## src/hdl/obdt_ram.sv

```systemverilog
module obdt_ram #(
  parameter int WIDTH = 8,
  parameter int DEPTH = 16
) (
  input  logic                     clk,
  input  logic                     wr_en,
  input  logic [$clog2(DEPTH)-1:0] wr_addr,
  input  logic [WIDTH-1:0]         wr_data,
  input  logic [$clog2(DEPTH)-1:0] rd_addr,
  output logic [WIDTH-1:0]         rd_data
);

  logic [WIDTH-1:0] mem [DEPTH];

  always_ff @(posedge clk) begin
    if (wr_en) begin
      mem[wr_addr] <= wr_data;
    end
    rd_data <= mem[rd_addr];
  end

endmodule

```

## config.mk

```make
export PLATFORM = sky130hd
export DESIGN_NAME = obdt_ram
export DESIGN_NICKNAME = d
export VERILOG_FILES = /design/src/hdl/obdt_ram.sv
export SDC_FILE = /design/constraint.sdc
export NUM_CORES = 1
export LEC_CHECK = 0
export ABC_AREA = 0
export BUFFER_PORTS_ARGS = -buffer_cell sky130_fd_sc_hd__buf_2
export CAP_MARGIN = 15
export CORE_ASPECT_RATIO = 0.5
export CORE_MARGIN = 4
export CORE_UTILIZATION = 35
export CTS_BUF_LIST = sky130_fd_sc_hd__clkbuf_4 sky130_fd_sc_hd__clkbuf_8
export DETAILED_ROUTE_END_ITERATION = 8
export GPL_ROUTABILITY_DRIVEN = 0
export MAX_ROUTING_LAYER = met4
export PLACE_DENSITY_LB_ADDON = 0.2
export SLEW_MARGIN = 10
export SYNTH_ARGS = -nofsm -noshare
export SYNTH_HDL_FRONTEND = slang
export SYNTH_SLANG_ARGS = --single-unit
```

## constraint.sdc

```tcl
create_clock -name clk -period 2.1 [get_ports clk]
set_input_delay 0.63 -clock clk [delete_from_list [all_inputs] [get_ports clk]]
set_output_delay 0.63 -clock clk [all_outputs]
set_load 0.05 [all_outputs]
```

After elaboration in Yosys (flattened, before gate mapping)
Memory sizes are Yosys's and may differ from the RTL's. A register that Yosys moved wholly into a read port is not among the register bits.
Index checks and enable logic that the tools add are counted.
W data, S select, Z words.

cells by class
  mux-type cells = 2

operators by type and width
  kind     number
  $mux W1  2

storage, ports and cells
  register bits after elaboration = 0
  RAM bits = 128
  input port bits = 18
  output and inout port bits = 8
  word-level logic and storage cells = 3
  memories kept = 1

memory list
  memory  words  bits a word  rd ports  clocked after Yosys merged registers in  wr ports  RTL line  RTL
  mem     16     8            1         1                                        1         13        logic [WIDTH-1:0] mem [DEPTH];

Depth between registers and ports, before layout
Gate-level depths: netlist of the first run.

  depth in word-level cells = 2
  depth in mapped cells = 5
  gate-level depth less buffers = 3

Worst setup path after synthesis of the first run
Ideal clock, no wire load.

  path kind = in2reg
  start = input port wr_addr[2]
  end = memory mem[0][0], enable pin
  setup time = 383 ps
  arrival = 1,740 ps
  data required time = 1,717 ps
  slack = -23 ps
  stages = 2
  buffers on the path = 0
  path through = or3b_2 nor3_1

RTL lines
  item                RTL line  RTL
  start: declaration  7         input logic [$clog2(DEPTH)-1:0] wr_addr,
  end: declaration    13

No word-level cell before the write port.

Worst setup path after layout of the first run
  start = register rd_data[0], read port of mem
  end = output port rd_data[0]

RTL lines
  item                RTL line  RTL
  start: declaration  10        output logic [WIDTH-1:0] rd_data

No word-level cell between the ends.

==> impl_metrics.xml, run 1 <==
<?xml version="1.0" encoding="UTF-8"?>
<metrics>
  <group name="run_status">
    <metric name="status" unit="">complete, no violations</metric>
  </group>
  <group name="power">
    <metric name="peak_vdd_ir" unit="mV">0.301</metric>
    <metric name="cellLeakagePower" unit="nW">2.00</metric>
    <metric name="power_density" unit="mW/mm^2">854</metric>
  </group>
  <group name="hold_path">
    <metric name="min_path_type" unit="">in -&gt; reg</metric>
    <metric name="hold-path-cell-count" unit="">1</metric>
    <metric name="hold_path_end" unit="">mem[12][3]</metric>
    <metric name="hp-start" unit="">wr_data[3]</metric>
  </group>
  <group name="setup_path">
    <metric name="crit_path_slowest_cell" unit="">dfxtp_1</metric>
    <metric name="regToRegSetupSlack" unit="ps">650</metric>
    <metric name="worst_setup_path_end_kind" unit="">output pin</metric>
    <metric name="worstPathBufferInverterCount" unit="">1</metric>
    <metric name="crit_type" unit="">reg -&gt; out</metric>
    <metric name="critical_path_cell_count" unit="">1</metric>
    <metric name="critical_path_peak_fanout" unit="">1</metric>
    <metric name="timing.rr.end" unit="">rd_data[0]</metric>
    <metric name="crit_path_max_incr_delay" unit="ps">460</metric>
    <metric name="cpLargestDelayFamily" unit="">flip-flops</metric>
    <metric name="reg2regPathDepth" unit="">3</metric>
    <metric name="timing.critical_path.arrival" unit="ps">1200</metric>
    <metric name="cp-startpoint" unit="">rd_data[0]</metric>
    <metric name="worstPathCellList" unit="">buf_2</metric>
    <metric name="worst_ep_required_time" unit="ps">1470</metric>
    <metric name="r2r_start" unit="">mem[0][0]</metric>
    <metric name="setup.worst_path.start_class" unit="">register</metric>
  </group>
  <group name="drt">
    <metric name="ant_nets" unit="">0</metric>
    <metric name="wl_per_cell" unit="um">21.4</metric>
    <metric name="first_pass_iters" unit="">5</metric>
    <metric name="highest_layer" unit="">met4</metric>
    <metric name="met3WireLength" unit="um">851</metric>
    <metric name="wl_met2" unit="um">4880</metric>
    <metric name="detail_route.wirelength" unit="um">10600</metric>
    <metric name="drt-vias-per-instance" unit="">5.02</metric>
    <metric name="drt_iter0_markers" unit="">212</metric>
    <metric name="met1_length" unit="um">4740</metric>
    <metric name="drc_errors" unit="">0</metric>
    <metric name="vias" unit="">2481</metric>
  </group>
  <group name="sta">
    <metric name="fin_ws" unit="ps">269</metric>
    <metric name="slew_margin_rel" unit="%">51.0</metric>
    <metric name="final_max_slew_viol_count" unit="">0</metric>
    <metric name="min_period_over_period" unit="%">87.2</metric>
    <metric name="timing.clock.skew" unit="ps">6.43</metric>
    <metric name="maxClockFrequency" unit="GHz">0.546</metric>
    <metric name="worst-slew-pin-transition" unit="ps">732</metric>
    <metric name="hold_viol" unit="">0</metric>
    <metric name="grt_setup_unrepaired" unit="">no</metric>
    <metric name="setup_viol" unit="">0</metric>
    <metric name="period_needed" unit="ps">1830</metric>
  </group>
  <group name="floorplanning">
    <metric name="die_w" unit="um">180</metric>
    <metric name="core_area" unit="mm^2">0.0140</metric>
    <metric name="i_o_pin_total" unit="">26</metric>
    <metric name="die_area" unit="mm^2">0.0168</metric>
    <metric name="dieHeight" unit="um">93.8</metric>
    <metric name="rows" unit="">30</metric>
    <metric name="start_util" unit="%">36.9</metric>
  </group>
  <group name="finish">
    <metric name="antenna_cells" unit="">0</metric>
    <metric name="layout_stage_area_growth_over_the_synthesis_result" unit="%">15.9</metric>
    <metric name="layout_cell_share_with_drive_strength_beyond_1" unit="%">31.1</metric>
    <metric name="final_design_area_no_fill" unit="mm^2">0.00597</metric>
    <metric name="final_nets" unit="">307</metric>
  </group>
  <group name="clocking">
    <metric name="numCtsBuffers" unit="">17</metric>
    <metric name="clock-sinks" unit="">136</metric>
    <metric name="clock_insertion_delay_worst_skew" unit="ps">430</metric>
    <metric name="postCtsHoldBufs" unit="">0</metric>
    <metric name="htree_num_levels" unit="">4</metric>
    <metric name="cts-resized-gates" unit="">0</metric>
    <metric name="clock_tree.root_cell" unit="">clkbuf_8</metric>
    <metric name="clock_tree_from_tritoncts" unit="">yes</metric>
    <metric name="cts.clk_slew.worst_paths" unit="ps">70</metric>
    <metric name="cts_post_setup_buffers_inserted" unit="">0</metric>
    <metric name="max-clock-path-buffers" unit="">2</metric>
  </group>
  <group name="synthesis">
    <metric name="syn_avg_cell_area" unit="um^2">22.5</metric>
    <metric name="yosysSeqAreaShare" unit="%">77.8</metric>
    <metric name="postSynthCellCount" unit="">229</metric>
    <metric name="synth_top_cells_by_area" unit="">edfxtp_1 (75%), mux4_2 (7.9%), mux4_1 (7.1%), dfxtp_1 (3.1%), a22oi_1 (2.3%)</metric>
    <metric name="synth.net_count" unit="">247</metric>
    <metric name="yosys.area.top_type" unit="">edfxtp_1</metric>
    <metric name="synthesis.yosys.warnings" unit="">0</metric>
    <metric name="synth-seq-cells" unit="">136</metric>
    <metric name="synth_top_cell_area_share" unit="%">74.7</metric>
    <metric name="synth_cell_types" unit="">19</metric>
    <metric name="netlist_area" unit="mm^2">0.00515</metric>
  </group>
  <group name="placed_design">
    <metric name="detailed_place_hpwl" unit="um">7110</metric>
    <metric name="placed_area" unit="mm^2">0.00566</metric>
    <metric name="port-buffer-count" unit="">25</metric>
    <metric name="dp_worst_setup_slack" unit="ps">-78.6</metric>
  </group>
  <group name="grt">
    <metric name="grt_remaining_overflow" unit="">0</metric>
    <metric name="grt_antenna_before_repair" unit="">0</metric>
    <metric name="via_count_of_the_first_global_routing_pass" unit="">2543</metric>
    <metric name="grt_start_max_net_pins" unit="">18</metric>
    <metric name="grt_first_pass_wirelength" unit="um">15900</metric>
    <metric name="grt.total_usage" unit="%">13.7</metric>
  </group>
  <group name="job">
    <metric name="maxCapViolations" unit="">0</metric>
  </group>
</metrics>
[metal layers]
layer | vias to the layer above | GRT usage, %
li1 | 1092 | -
met1 | 1291 | 18.9
met2 | 87 | 19.5
met3 | 11 | 3.71
met4 | 0 | 5.64
met5 | - | -
[registers in the layout, summed over array words and instances, names as in the netlist]
name,cells
mem,128
rd_data,8
[cells in the final DEF (no fill, tap or decap), drive strengths merged, types with 4 or more instances in the layout]
cell type / synthesis / final
edfxtp: 128 / 128
dfxtp: 8 / 8
nor3: 4 / 4
clkbuf: 0 / 17
mux4: 32 / 32
nand2: 9 / 9
nor2: 13 / 13
a22oi: 16 / 16
buf: 7 / 51
clkinv: 0 / 13
[stage by stage]
step	utilization (%)	instances	power [W]	hold WS, ps	setup TNS (ps)
global placement	40.6	462	0.00347	649	-143
floorplan	-	229	0.00332	629	0
detailed placement	40.6	462	0.00348	662	-185
CTS	42.7	494	0.00515	568	0
finish	42.7	494	0.00510	587	0
global route	42.7	494	0.00531	565	0
[kinds of logic (layout without fill, tap and decap cells)]
| kind of cell | count (synthesis) | after routing | synth area share [%] |
|---|---|---|---|
| DFF | 136 | 136 | 77.8 |
| and+or+nand+nor | 35 | 35 | 3.18 |
| muxes | 32 | 32 | 15.0 |
| AOI/OAI and AO/OA | 16 | 16 | 2.33 |
| buffers and inverters | 10 | 83 | 1.68 |
[cell type report]
class | count | area [um^2]
clock inverters | 15 | 68.8
clock buffers | 17 | 234
multi-input cells | 83 | 1060
fillers | 1203 | 8000
repair buffers | 51 | 358
well taps | 192 | 240
flip-flops and latches | 136 | 4000
[worst max path at each step]
stage / endpoint / slack [ps]
finish: rd_data[0] / 270
floorplan: mem[3][0] / 200
global placement: rd_data[1] / -60
global route: rd_data[0] / 210
CTS: rd_data[0] / 240
detailed placement: rd_data[1] / -80
[cells in the mapped netlist]
| cell | count |
|---|---|
| a22oi_1 | 16 |
| and2_1 | 1 |
| and2b_1 | 1 |
| buf_2 | 3 |
| buf_4 | 1 |
| buf_6 | 3 |
| clkdlybuf4s25_2 | 3 |
| dfxtp_1 | 8 |
| edfxtp_1 | 128 |
| mux4_1 | 14 |
| mux4_2 | 18 |
| nand2_1 | 9 |
| nand2b_1 | 2 |
| nand3_1 | 1 |
| nand3b_1 | 2 |
| nor2_1 | 13 |
| nor2b_1 | 1 |
| nor3_1 | 4 |
| or3b_2 | 1 |
[report_power, final]
group | leakage, nW | total [W] | switching, W | internal (W)
logic | 0.620 | 0.000361 | 0.000228 | 0.000133
registers | 1.22 | 0.00305 | 0.0000205 | 0.00303
clock network | 0.152 | 0.00168 | 0.000918 | 0.000765
(Power assumes the default switching activity.)
==> run 2: changes to the inputs <==
- PLACE_DENSITY_LB_ADDON: 0.2 -> not set
==> impl_metrics.xml, run 2 (synthesized netlist as in run 1, its figures left out) <==
<?xml version="1.0" encoding="UTF-8"?>
<metrics>
  <group name="floorplanning">
    <metric name="die_area" unit="mm^2">0.0168</metric>
    <metric name="i_o_pin_total" unit="">26</metric>
    <metric name="die_w" unit="um">180</metric>
    <metric name="start_util" unit="%">36.9</metric>
    <metric name="dieHeight" unit="um">93.8</metric>
    <metric name="core_area" unit="mm^2">0.0140</metric>
    <metric name="rows" unit="">30</metric>
  </group>
  <group name="placed_design">
    <metric name="detailed_place_hpwl" unit="um">6680</metric>
    <metric name="dp_cells" unit="">458</metric>
    <metric name="port-buffer-count" unit="">25</metric>
    <metric name="dp_worst_setup_slack" unit="ps">-18.2</metric>
    <metric name="placed_area" unit="mm^2">0.00563</metric>
  </group>
  <group name="drt">
    <metric name="drt_iter0_markers" unit="">196</metric>
    <metric name="detail_route.wirelength" unit="um">10400</metric>
    <metric name="ant_nets" unit="">0</metric>
    <metric name="drc_errors" unit="">0</metric>
    <metric name="wl_per_cell" unit="um">21.1</metric>
    <metric name="vias" unit="">2455</metric>
    <metric name="first_pass_iters" unit="">4</metric>
    <metric name="drt-vias-per-instance" unit="">5.00</metric>
  </group>
  <group name="power">
    <metric name="cellLeakagePower" unit="nW">2.06</metric>
    <metric name="power_density" unit="mW/mm^2">975</metric>
    <metric name="peak_vdd_ir" unit="mV">0.450</metric>
  </group>
  <group name="finish">
    <metric name="mostFrequentLayoutCell" unit="">edfxtp_1</metric>
    <metric name="fill_cells" unit="">1189</metric>
    <metric name="layout_cell_share_with_drive_strength_beyond_1" unit="%">33.2</metric>
    <metric name="finalCoreUtilization" unit="%">43.8</metric>
    <metric name="top_register" unit="">mem</metric>
    <metric name="final_design_area_no_fill" unit="mm^2">0.00612</metric>
    <metric name="post_layout_nonfiller_instances" unit="">491</metric>
    <metric name="reg_top3" unit="">mem: 128 flops, rd_data: 8 flops</metric>
    <metric name="most_used_cells_in_the_layout_excluding_fill_and_tap_cells" unit="">edfxtp_1 (128), buf_2 (25), buf_4 (19), mux4_2 (18), clkbuf_8 (17)</metric>
    <metric name="layout_stage_area_growth_over_the_synthesis_result" unit="%">18.9</metric>
    <metric name="final_nets" unit="">303</metric>
    <metric name="largest_register_ff_count" unit="">128</metric>
  </group>
  <group name="clocking">
    <metric name="htree_num_levels" unit="">4</metric>
    <metric name="cts_post_setup_buffers_inserted" unit="">0</metric>
    <metric name="clock_insertion_delay_worst_skew" unit="ps">440</metric>
    <metric name="postCtsHoldBufs" unit="">0</metric>
    <metric name="clock_tree.root_cell" unit="">clkbuf_8</metric>
    <metric name="clock-sinks" unit="">136</metric>
    <metric name="max-clock-path-buffers" unit="">2</metric>
    <metric name="clock_tree_from_tritoncts" unit="">yes</metric>
    <metric name="cts.clk_slew.worst_paths" unit="ps">80</metric>
    <metric name="cts-resized-gates" unit="">0</metric>
    <metric name="numCtsBuffers" unit="">17</metric>
  </group>
  <group name="sta">
    <metric name="maxClockFrequency" unit="GHz">0.577</metric>
    <metric name="timing.clock.skew" unit="ps">8.67</metric>
    <metric name="final_max_slew_viol_count" unit="">0</metric>
    <metric name="fin_ws" unit="ps">368</metric>
    <metric name="grt_setup_unrepaired" unit="">no</metric>
    <metric name="hold_viol" unit="">0</metric>
    <metric name="worst-slew-pin-transition" unit="ps">440</metric>
    <metric name="slew_margin_rel" unit="%">70.7</metric>
    <metric name="fin_tns_setup" unit="ps">0</metric>
    <metric name="min_period_over_period" unit="%">82.5</metric>
    <metric name="period_needed" unit="ps">1730</metric>
    <metric name="setup_viol" unit="">0</metric>
  </group>
  <group name="job">
    <metric name="maxCapViolations" unit="">0</metric>
  </group>
  <group name="grt">
    <metric name="busiest_layer" unit="">met2</metric>
    <metric name="use_met2" unit="%">20.5</metric>
    <metric name="grt_first_pass_wirelength" unit="um">15700</metric>
    <metric name="globalRouteMet3Util" unit="%">3.98</metric>
    <metric name="grt_antenna_before_repair" unit="">1</metric>
    <metric name="via_count_of_the_first_global_routing_pass" unit="">2558</metric>
    <metric name="grt_start_max_net_pins" unit="">33</metric>
    <metric name="grt.total_usage" unit="%">13.3</metric>
    <metric name="grt.met1_usage" unit="%">17.2</metric>
    <metric name="grt_remaining_overflow" unit="">0</metric>
  </group>
  <group name="setup_path">
    <metric name="worst_setup_path_end_kind" unit="">output pin</metric>
    <metric name="cpLargestDelayFamily" unit="">flip-flops</metric>
    <metric name="worstPathCellList" unit="">buf_2</metric>
    <metric name="worstPathBufferInverterCount" unit="">1</metric>
    <metric name="crit_path_slowest_cell" unit="">dfxtp_1</metric>
    <metric name="critical_path_peak_fanout" unit="">1</metric>
    <metric name="worst_ep_required_time" unit="ps">1470</metric>
    <metric name="setup.worst_path.start_class" unit="">register</metric>
    <metric name="regToRegSetupSlack" unit="ps">650</metric>
    <metric name="crit_path_max_incr_delay" unit="ps">380</metric>
    <metric name="crit_type" unit="">reg -&gt; out</metric>
    <metric name="timing.critical_path.arrival" unit="ps">1100</metric>
  </group>
  <group name="hold_path">
    <metric name="min_path_type" unit="">in -&gt; reg</metric>
  </group>
  <group name="run_status">
    <metric name="status" unit="">complete, no violations</metric>
  </group>
</metrics>
-- run 2: area by class of cell --
cell class / count / area, um^2 / area share (%)
Antenna cell: 1 / 2.50 / 0.0409
Clock buffer: 17 / 234 / 3.82
Clock inverter: 15 / 248 / 4.05
Multi-Input combinational cell: 83 / 1060 / 17.4
Sequential cell: 136 / 4000 / 65.4
Tap cell: 192 / 240 / 3.93
Timing Repair Buffer: 47 / 328 / 5.36
-- run 2: final timing paths --
| path | startpoint | to | cells past startpoint |
|---|---|---|---|
| worst max-delay path | rd_data[6] | rd_data[6] | 1 |
| worst min-delay path | wr_data[4] | mem[2][4] | 1 |
| worst max register to register | mem[1][3] | rd_data[3] | 3 |
| worst min register to register | mem[10][1] | rd_data[1] | 3 |
-- run 2: worst reg2reg max path: cells and delay by family, from the launching register on --
family / cells / cell delay (ps)
multiplexers: 1 / 520
AND/OR/NAND/NOR: 1 / 130
AO/OA/AOI/OAI: 1 / 310
flip-flops: 1 / 370
-- run 2: where the power goes --
group | total (W) | switching (W) | leakage (nW) | internal (W)
clock | 0.00256 | 0.00102 | 0.233 | 0.00154
combinational | 0.000355 | 0.000226 | 0.601 | 0.000129
sequential | 0.00305 | 0.0000190 | 1.22 | 0.00303
-- run 2: stage by stage --
step / power, W / hold slack (ps)
global route: 0.00616 / 569
floorplan: 0.00332 / 629
detailed placement: 0.00347 / 675
CTS: 0.00599 / 566
finish: 0.00596 / 583
global placement: 0.00346 / 668
-- run 2: metal layers --
metal  vias to the layer above  routed length [um]  part of all wire, %
met1                      1286                4690                   45
met3                        11                 603                  5.8
met2                        73                4980                   48
met5                         -                   0                    0
met4                         0                  87                 0.84
li1                       1085                   -                    -
==> run 3: changes to the inputs <==
- clock period: 2.1 -> 1.8 ns (I/O delays scaled with it)
==> impl_metrics.xml, run 3 (synthesized netlist as in run 1, its figures left out) <==
<?xml version="1.0" encoding="UTF-8"?>
<metrics>
  <group name="setup_path">
    <metric name="cpLargestDelayFamily" unit="">flip-flops</metric>
    <metric name="crit_path_slowest_cell" unit="">dfxtp_1</metric>
    <metric name="worstPathCellList" unit="">buf_2</metric>
    <metric name="worstPathBufferInverterCount" unit="">1</metric>
    <metric name="worst_setup_path_end_kind" unit="">output pin</metric>
    <metric name="timing.critical_path.arrival" unit="ps">1090</metric>
    <metric name="critical_path_peak_fanout" unit="">1</metric>
    <metric name="worst_ep_required_time" unit="ps">1260</metric>
    <metric name="crit_type" unit="">reg -&gt; out</metric>
    <metric name="crit_path_max_incr_delay" unit="ps">370</metric>
    <metric name="setup.worst_path.start_class" unit="">register</metric>
  </group>
  <group name="sta">
    <metric name="worst_hold_slack_across_all_endpoints" unit="ps">507</metric>
    <metric name="timing.clock.skew" unit="ps">9.21</metric>
    <metric name="hold_viol" unit="">0</metric>
    <metric name="slew_margin_rel" unit="%">43.6</metric>
    <metric name="fin_tns_setup" unit="ps">0</metric>
    <metric name="grt_setup_unrepaired" unit="">no</metric>
    <metric name="period_needed" unit="ps">1630</metric>
    <metric name="min_period_over_period" unit="%">90.8</metric>
    <metric name="final_max_slew_viol_count" unit="">0</metric>
    <metric name="setup_viol" unit="">0</metric>
    <metric name="maxClockFrequency" unit="GHz">0.612</metric>
    <metric name="worst-slew-pin-transition" unit="ps">844</metric>
  </group>
  <group name="floorplanning">
    <metric name="die_area" unit="mm^2">0.0168</metric>
    <metric name="die_w" unit="um">180</metric>
    <metric name="core_area" unit="mm^2">0.0140</metric>
    <metric name="dieHeight" unit="um">93.8</metric>
    <metric name="rows" unit="">30</metric>
    <metric name="i_o_pin_total" unit="">26</metric>
    <metric name="start_util" unit="%">36.9</metric>
  </group>
  <group name="finish">
    <metric name="layout_cell_share_with_drive_strength_beyond_1" unit="%">32.7</metric>
    <metric name="antenna_cells" unit="">0</metric>
    <metric name="mostFrequentLayoutCell" unit="">edfxtp_1</metric>
    <metric name="multiInputGateArea" unit="mm^2">0.00106</metric>
    <metric name="post_layout_nonfiller_instances" unit="">495</metric>
    <metric name="reg_top3" unit="">mem: 128 flops, rd_data: 8 flops</metric>
    <metric name="layout_stage_area_growth_over_the_synthesis_result" unit="%">18.2</metric>
    <metric name="most_used_cells_in_the_layout_excluding_fill_and_tap_cells" unit="">edfxtp_1 (128), buf_2 (25), buf_4 (24), mux4_2 (18), clkbuf_8 (17)</metric>
    <metric name="fill_cells" unit="">1204</metric>
    <metric name="final_nets" unit="">308</metric>
    <metric name="largest_register_ff_count" unit="">128</metric>
    <metric name="top_register" unit="">mem</metric>
    <metric name="register_area" unit="mm^2">0.00400</metric>
    <metric name="finalCoreUtilization" unit="%">43.6</metric>
    <metric name="final_design_area_no_fill" unit="mm^2">0.00608</metric>
  </group>
  <group name="placed_design">
    <metric name="dp_cells" unit="">463</metric>
    <metric name="placed_area" unit="mm^2">0.00567</metric>
    <metric name="port-buffer-count" unit="">25</metric>
    <metric name="detailed_place_hpwl" unit="um">6870</metric>
  </group>
  <group name="clocking">
    <metric name="clock_tree_from_tritoncts" unit="">yes</metric>
    <metric name="cts.clk_slew.worst_paths" unit="ps">70</metric>
    <metric name="clock-sinks" unit="">136</metric>
    <metric name="clock_insertion_delay_worst_skew" unit="ps">430</metric>
    <metric name="cts_post_setup_buffers_inserted" unit="">0</metric>
    <metric name="max-clock-path-buffers" unit="">2</metric>
    <metric name="cts-resized-gates" unit="">0</metric>
    <metric name="numCtsBuffers" unit="">17</metric>
    <metric name="clock_tree.root_cell" unit="">clkbuf_8</metric>
    <metric name="htree_num_levels" unit="">4</metric>
    <metric name="postCtsHoldBufs" unit="">0</metric>
  </group>
  <group name="drt">
    <metric name="first_pass_iters" unit="">4</metric>
    <metric name="drc_errors" unit="">0</metric>
    <metric name="detail_route.wirelength" unit="um">10600</metric>
    <metric name="vias" unit="">2515</metric>
    <metric name="drt-vias-per-instance" unit="">5.08</metric>
    <metric name="ant_nets" unit="">0</metric>
    <metric name="drt_iter0_markers" unit="">190</metric>
    <metric name="wl_per_cell" unit="um">21.5</metric>
  </group>
  <group name="job">
    <metric name="maxCapViolations" unit="">0</metric>
  </group>
  <group name="power">
    <metric name="power_density" unit="mW/mm^2">1080</metric>
    <metric name="cellLeakagePower" unit="nW">2.06</metric>
    <metric name="peak_vdd_ir" unit="mV">0.462</metric>
  </group>
  <group name="grt">
    <metric name="grt_start_max_net_pins" unit="">27</metric>
    <metric name="grt.total_usage" unit="%">13.6</metric>
    <metric name="grt_antenna_before_repair" unit="">0</metric>
    <metric name="via_count_of_the_first_global_routing_pass" unit="">2640</metric>
    <metric name="grt_first_pass_wirelength" unit="um">16200</metric>
    <metric name="grt_remaining_overflow" unit="">0</metric>
  </group>
  <group name="hold_path">
    <metric name="min_path_type" unit="">in -&gt; reg</metric>
  </group>
  <group name="run_status">
    <metric name="status" unit="">complete, no violations</metric>
  </group>
</metrics>
[run 3: cell types whose count changed in the layout (fill, tap and decap cells not counted), sizes merged]
cell,before,now
diode,1,0
clkinv,4,7
inv,2,0
clkinvlp,3,1
buf,47,52
bufinv,6,4
clkbuf,17,20
[run 3: path summary, 6_finish.rpt]
kind	startpoint	end	slack [ps]	depth (start not counted)
min reg2reg	mem[12][2]	rd_data[2]	690	3
min	wr_data[3]	mem[12][3]	510	1
max	rd_data[6]	rd_data[6]	170	1
max reg2reg	mem[6][3]	rd_data[3]	350	3
[run 3: metal layers]
layer  GRT usage, %  up-vias  routed length, um
met5              -        -                  0
met4           3.61        0                 81
met3           3.94        6                691
met2           21.0       93               4950
met1           18.0     1318               4910
li1               -     1098                  -
[run 3: through the flow]
step,worst slack (ps),power [W]
floorplan,-6.15,0.00388
global placement,-234,0.00405
detailed placement,-250,0.00406
CTS,117,0.00663
global route,106,0.00681
finish,165,0.00657
[run 3: final cells by class]
type                    count  share of cell area [%]
clock buffers              20                    4.22
well taps                 192                    3.95
flip-flops and latches    136                    65.8
repair buffers             52                    6.00
clock inverters            12                    2.57
multi-input cells          83                    17.5
[run 3: report_power, final]
part | internal [W] | leakage [nW] | switching, W
Sequential | 0.00354 | 1.22 | 0.0000257
Combinational | 0.000157 | 0.624 | 0.000268
Clock | 0.00153 | 0.208 | 0.00105
Total | 0.00522 | 2.06 | 0.00135
